--- config.mk ---
export PLATFORM = sky130hd
export DESIGN_NAME = mrb_ctrl
export DESIGN_NICKNAME = d
export VERILOG_FILES = /design/src/design/mrb_pkg.sv /design/src/design/mrb_ctrl.sv
export SDC_FILE = /design/constraint.sdc
export NUM_CORES = 1
export LEC_CHECK = 0
export BUFFER_PORTS_ARGS = -buffer_cell sky130_fd_sc_hd__buf_2
export CORE_AREA = 5 5 49 51
export CTS_BUF_LIST = sky130_fd_sc_hd__clkbuf_8 sky130_fd_sc_hd__clkbuf_16
export DETAILED_ROUTE_END_ITERATION = 6
export DIE_AREA = 0 0 54 56
export GPL_TIMING_DRIVEN = 0
export PLACE_DENSITY = 0.81
export SETUP_SLACK_MARGIN = 0.2
export SLEW_MARGIN = 40
export SYNTH_ARGS = -nofsm -noshare
export SYNTH_HDL_FRONTEND = slang
export SYNTH_SLANG_ARGS = --single-unit
--- constraint.sdc ---
create_clock -name clk -period 3.4 [get_ports clk]
set_clock_uncertainty 0.2 [all_clocks]
set_input_delay 0.68 -clock clk [delete_from_list [all_inputs] [get_ports clk]]
set_output_delay 0.68 -clock clk [all_outputs]
set_load 0.05 [all_outputs]
--- src/design/mrb_pkg.sv ---
// Shared types, constants and helper functions for the modal resonator bank.
// Used by the controller, the datapath and the top level. No dependencies.
`default_nettype none
package mrb_pkg;
	localparam int MAX_MODES  = 64;
	localparam int IDX_W      = $clog2(MAX_MODES);
	localparam int CNT_W      = IDX_W + 1;
	localparam int COEF_WIDTH = 32;
	localparam int ACC_W      = 48;

	typedef enum logic [1:0] {
		OP_LOAD    = 2'd0,
		OP_RESTART = 2'd1,
		OP_RENDER  = 2'd2,
		OP_NONE    = 2'd3
	} op_t;

	typedef enum logic [2:0] {
		REG_MIN_FREQ = 3'd0,
		REG_MAX_FREQ = 3'd1,
		REG_ACTIVE   = 3'd2,
		REG_SCALE    = 3'd3,
		REG_PERIOD   = 3'd4
	} reg_idx_t;

	typedef enum logic [2:0] {
		ST_IDLE,
		ST_READ,
		ST_MODE,
		ST_PROD,
		ST_SCALE,
		ST_OUT
	} state_t;

	// Commands from the controller to the datapath.
	typedef struct packed {
		logic             load;
		logic             restart;
		logic             start;
		logic             rd;
		logic             mode;
		logic             finish;
		logic             scale;
		logic             round;
		logic [IDX_W-1:0] addr;
	} cmd_t;

	// Status from the datapath to the controller.
	typedef struct packed {
		logic             armed;
		logic [CNT_W-1:0] count;
		logic             stop;
	} status_t;

	// Clear the low coefficient bits below COEF_WIDTH.
	function automatic logic signed [31:0] coef_mask(input logic signed [31:0] v);
		logic [31:0] m;
		m = '1;
		m = m << (32 - COEF_WIDTH);
		return v & m;
	endfunction

	// Round half up by 30 bits and saturate to a signed 32-bit value.
	function automatic logic signed [31:0] q30_sat(input logic signed [65:0] s);
		logic signed [65:0] r;
		logic signed [35:0] t;
		r = s + 66'sd536870912;
		t = r[65:30];
		if (t > 36'sd2147483647)
			return coef_mask(32'sh7fffffff);
		else if (t < -36'sd2147483648)
			return coef_mask(32'sh80000000);
		else
			return coef_mask(t[31:0]);
	endfunction
endpackage
`default_nettype wire

--- src/design/mrb_ctrl.sv ---
// Controller state machine of the modal resonator bank.
// Depends on mrb_pkg; drives datapath commands from the status it sees.
`default_nettype none
module mrb_ctrl (
	input  wire logic               clk,
	input  wire logic               arst_n,
	input  wire logic               in_valid,
	input  wire logic [1:0]         operation,
	output logic                    in_stall,
	input  wire logic               out_busy,
	input  wire mrb_pkg::status_t   status,
	output mrb_pkg::cmd_t           cmd
);
	import mrb_pkg::*;

	state_t           state_q, state_nx;
	logic [CNT_W-1:0] k_q, k_nx;
	logic             acc_in;
	op_t              op;

	assign op = op_t'(operation);

	always_ff @(posedge clk or negedge arst_n) begin
		if (!arst_n) begin
			state_q <= ST_IDLE;
			k_q     <= '0;
		end else begin
			state_q <= state_nx;
			k_q     <= k_nx;
		end
	end

	always_comb begin
		state_nx = state_q;
		k_nx     = k_q;
		cmd      = '0;
		cmd.addr = k_q[IDX_W-1:0];
		in_stall = 1'b1;
		acc_in   = 1'b0;
		case (state_q)
			ST_IDLE: begin
				in_stall = 1'b0;
				acc_in   = in_valid;
				if (acc_in) begin
					case (op)
						OP_LOAD:    cmd.load = 1'b1;
						OP_RESTART: cmd.restart = 1'b1;
						OP_RENDER: begin
							if (status.armed && status.count != '0) begin
								cmd.start = 1'b1;
								k_nx      = '0;
								state_nx  = ST_READ;
							end
						end
						default: ;
					endcase
				end
			end
			ST_READ: begin
				// Issue the memory read for mode k.
				cmd.rd   = 1'b1;
				state_nx = ST_MODE;
			end
			ST_MODE: begin
				// Registered read data is present: check the band and start products.
				cmd.mode = 1'b1;
				state_nx = ST_PROD;
			end
			ST_PROD: begin
				// Accumulate, write back the decayed states, then step or finish.
				cmd.finish = 1'b1;
				if (status.stop || k_q + 1'b1 >= status.count)
					state_nx = ST_SCALE;
				else begin
					k_nx     = k_q + 1'b1;
					state_nx = ST_READ;
				end
			end
			ST_SCALE: begin
				cmd.scale = 1'b1;
				state_nx  = ST_OUT;
			end
			ST_OUT: begin
				if (!out_busy) begin
					cmd.round = 1'b1;
					state_nx  = ST_IDLE;
				end
			end
			default: state_nx = ST_IDLE;
		endcase
	end

	assert property (@(posedge clk) disable iff (!arst_n)
		cmd.start |=> state_q == ST_READ) else $error("render did not start walk");
	assert property (@(posedge clk) disable iff (!arst_n)
		state_q == ST_READ |=> state_q == ST_MODE) else $error("read not followed by mode");
	assert property (@(posedge clk) disable iff (!arst_n)
		state_q != ST_IDLE |-> in_stall) else $error("input open while busy");
endmodule
`default_nettype wire

======== Yosys cells after proc, flatten, opt, wreduce, memory -nomap -nowiden ========
Index checks and enable logic that the tools add are counted.
storage, ports and cells
  input port bits ......................... 15
  word-level logic and storage cells ...... 48
  output and inout port bits .............. 15
  bits in registers ....................... 10
cells by class
  reductions and logical operators ........ 8
  eq/ne operators ......................... 12
  mux-type cells .......................... 24
  order comparisons ....................... 1
  $add $sub $neg .......................... 1
operator list
  kind                                                    count
  2-to-1 mux 7 bit                                        4
  2-to-1 mux 3 bit                                        7
  case mux 3 bit (6 select lines)                         1
  case mux 7 bit (2 select lines)                         1
  2-to-1 mux 1 bit                                        11
  inequality test 2 bit (second input constant)           4
  adder 7 x 1 -> 7 bit (second input constant)            1
  >= comparator 7 bit                                     1
  nonzero test 7 bit                                      1
  == test 3 x 2 -> 1 bit (second input constant)          2
  == test 3 bit (second input constant)                   2
  AND reduction 5 bit                                     1
  AND reduction 4 bit                                     1
  == test 3 x 1 -> 1 bit (second input constant)          1
  logical NOT 3 bit                                       1
  == test 2 x 1 -> 1 bit (second input constant)          1
  == test 2 bit (second input constant)                   1
  logical NOT 2 bit                                       1
  inequality test 2 x 1 -> 1 bit (second input constant)  1
  nonzero test 2 bit                                      1
  logical AND 1 bit                                       1
  logical OR 1 bit                                        1

======== Longest topological paths before layout ========
  word-level depth ........................ 6
  depth in mapped cells ................... 10
  gate-level depth less buffers ........... 10

======== Worst setup path after synthesis ========
OpenSTA, ideal clock, no wires.
  kind .................................... register -> output
  start point ............................. reg state_q[2]
  end point ............................... out cmd[12] in the netlist's numbering
  setup slack ............................. -63 ps
  buffers on the path ..................... 0
  cell stages (with the launch flop) ...... 3
  arrival ................................. 2583 ps
  data required time ...................... 2520 ps
  path through ............................ dfrtp_1 -> or3_4 -> nor4b_1
RTL lines
  element                 RTL line        text
  start, declared         mrb_ctrl.sv:16  state_t state_q, state_nx;
  start signal, assigned  mrb_ctrl.sv:28  state_q <= state_nx;
  end, declared           mrb_ctrl.sv:12  output mrb_pkg::cmd_t cmd

======== Worst setup path in the final report ========
  start point ............................. reg k_q[0]
  end point ............................... reg k_q[0]
on the way
  longest elaborated chain between the ends .. 5
  elaborated cells on any way between the ends .. 7
  classes of those cells .................. add/sub: 1; order compare: 1; eq/ne: 1; mux: 2; reduce/logical: 2
RTL lines
  element                          RTL line                        text
  start, declared                  mrb_ctrl.sv:17                  logic [CNT_W-1:0] k_q, k_nx;
  start signal, assigned           mrb_ctrl.sv:29                  k_q <= k_nx;
  adder 7 x 1 -> 7 bit (*)         mrb_ctrl.sv:72, mrb_ctrl.sv:75
  >= comparator 7 bit              mrb_ctrl.sv:72                  if (status.stop || k_q + 1'b1 >= status.count)
  logical OR 1 bit                 mrb_ctrl.sv:72
  inequality test 2 bit (no line)  --
  AND reduction 5 bit (no line)    --
Mark *: on every way between the ends. The rest lies on a longest branch, timed or not. The select of a mux whose other input is x is not followed.
A chain may end at the register's enable or synchronous reset.

==> metrics <==
status finished, final reports clean; first-pass GRT wire length 3.39 mm; Synth Cell Area 856 um^2; # rows 16; Final min period 3.02 ns; post-synth top area cell dfrtp_1; Vias 798; H-tree level count 1; Slew headroom 0.722; Main synth FF type dfrtp_1; overall die width 54 um; crit end category flop; Yosys warnings 0; Total Nets Final 150; worst vdd ir 0.396 mV; worst hold-check path type input port to async pin; CTS buffer count 3; wire length per cell 13.3 um; # port buffers 29; Final period util 0.887; HPWL after detailed placement 1.55 mm; TritonCTS clock tree built; Seq/Total Area, Yosys 0.292; antenna violations before repair 0; CTS root buf clkbuf_8; area grow syn2layout 27.8%; CP Max Fanout 10; post-layout util 0.575; Fin. Hold Viols 0; largest net degree at the start of global routing 11; vias in the first global route 783; RSZ-0062 raised after global routing false; DR pass1 iterations 4; Power Dens Cells 821 nW/um^2; proportion of layout cells with a drive suffix above 1 0.373; final setup violation count 0; DRT iter0 DRCs 4; Pleak 0.608 nW; synth top area cells dfrtp_1 29%, ha_1 12%, buf_4 5.3%; Clock Path Buffers 2; worst reg2reg path depth 10; Starting Density 0.450; Netlist cell types 34; post-synth top area share 0.292; Placer Congestion 0.809; GRT overflow 0; Worst-Margin Slew 0.414 ns; final WL 2.03 mm; syn_nets 116; Total GRT Usage 0.153; fmax 0.331 GHz; I/O pin cnt 30; core area 1900 um^2; Req. time, crit path 3.32 ns; Final Slew Violations 0; Fin Hold WS 0.0980 ns; DRC 0; syn avg cell area 9.20 um^2; fraction of registers with async set/reset 1.00; clk sinks 10; chip height 56 um; Post-DRT Antenna Nets 0; die area 3020 um^2; instance count of the mapped netlist 93; Via density 5.22; Layout Cells excl Fill 153; Reg clk slew, reported paths 0.05 ns; Post-synth EDFFs 0; Post-CTS Setup Inserts 0; Max-Cap Viols 0; flop and latch count out of synthesis 10; antenna cells 0; Placed Cells incl. Taps 149; Startpoint Class flop; Critical Path AT 2.94 ns; clk_lat worst skew 0.24 ns; critical path type flop to flop
sequential cells by signal, summed over array words and instances, names as in the netlist:
register / flops
state_q: 3
k_q: 7
final timing paths:
kind	from	to	slack [ns]
max	k_q[0]$_DFFE_PN0P_	k_q[0]$_DFFE_PN0P_	0.38
min in group clk	k_q[6]$_DFFE_PN0P_	k_q[6]$_DFFE_PN0P_	0.37
min reg2reg	k_q[6]$_DFFE_PN0P_	k_q[6]$_DFFE_PN0P_	0.37
min	arst_n	state_q[1]$_DFFE_PN0P_	0.1
max reg2reg	k_q[0]$_DFFE_PN0P_	k_q[0]$_DFFE_PN0P_	0.38
max in group asynchronous	arst_n	k_q[1]$_DFFE_PN0P_	2.69
metal layers:
metal / track usage / wire, um / up-vias
li1: - / - / 398
met2: 0.223 / 987 / 24
met1: 0.183 / 868 / 370
met5: 0 / 0 / -
met4: 0.103 / 51 / 0
met3: 0.0536 / 124 / 6
timing repair:
| action | 4_1_cts | 5_1_grt |
|---|---|---|
| gates resized for setup | 0 | 1 |
| setup endpoints to repair | 0 | 7 |
| hold buffers | 0 | 0 |
Yosys cell counts, types with 3 or more instances:
| library cell | count |
|---|---|
| nand3_1 | 5 |
| inv_1 | 10 |
| buf_4 | 6 |
| nor3b_1 | 3 |
| xor2_1 | 3 |
| nor2_1 | 3 |
| dfrtp_1 | 10 |
| ha_1 | 8 |
| nand2_1 | 8 |
| o211ai_1 | 3 |
| or4_1 | 3 |
| a21o_1 | 3 |
| a22o_1 | 3 |
area by class of cell:
class	instances	area [um^2]
Inverter	10	37.5
Sequential cell	10	250
Multi-Input combinational cell	66	515
Timing Repair Buffer	29	145
Buffer	7	56.3
Fill cell	165	808
Tap cell	27	33.8
Clock buffer	4	55.1
kinds of logic (layout without fill, tap and decap cells):
kind of cell             Yosys count  in the layout  synth area share
multiplexers                       1              1            0.0175
adder cells (fa/ha/maj)            8              8             0.117
AND/OR/NAND/NOR                   34             34             0.244
flip-flops                        10             10             0.292
buffers and inverters             17             50             0.110
AO/OA/AOI/OAI                     18             18             0.168
XOR/XNOR                           5              5            0.0512
where the power goes:
group	internal [W]	switching, W
clock network	0.000102	0.0000506
registers	0.000157	0.0000581
logic	0.000186	0.000344
cell usage in the layout (no fill, tap or decap), types with 2 or more instances in the layout:
cell,count
xnor2_1,2
ha_1,8
nand2_1,8
clkbuf_8,4
or4_1,3
nor2_1,3
nand3_1,5
a22o_1,3
o211ai_1,3
a31oi_1,2
dfrtp_1,10
buf_2,29
buf_4,6
xor2_1,3
nor3b_1,3
nor4b_1,2
a21o_1,3
inv_1,10
metrics by stage:
stage / instance area [um^2] / setup TNS, ns / setup slack (ns) / power, W
floorplan: 856 / -0.126 / -0.0631 / 0.000630
global placement: 1030 / 0 / 0.405 / 0.000729
detailed placement: 1030 / 0 / 0.366 / 0.000741
CTS: 1090 / 0 / 0.332 / 0.000903
global route: 1090 / 0 / 0.206 / 0.000957
finish: 1090 / 0 / 0.383 / 0.000898
critical path: stages (launching register included):
cell     delay, ns
dfrtp_1       0.45
ha_1          0.24
nand3_1       0.17
nor2_1        0.17
xor2_1        0.21
ha_1          0.29
a211o_1       0.30
a31oi_1       0.17
o21ai_2       0.16
a21o_1        0.26
mux2_4        0.27
No activity file was read; power rests on OpenSTA's default activity.
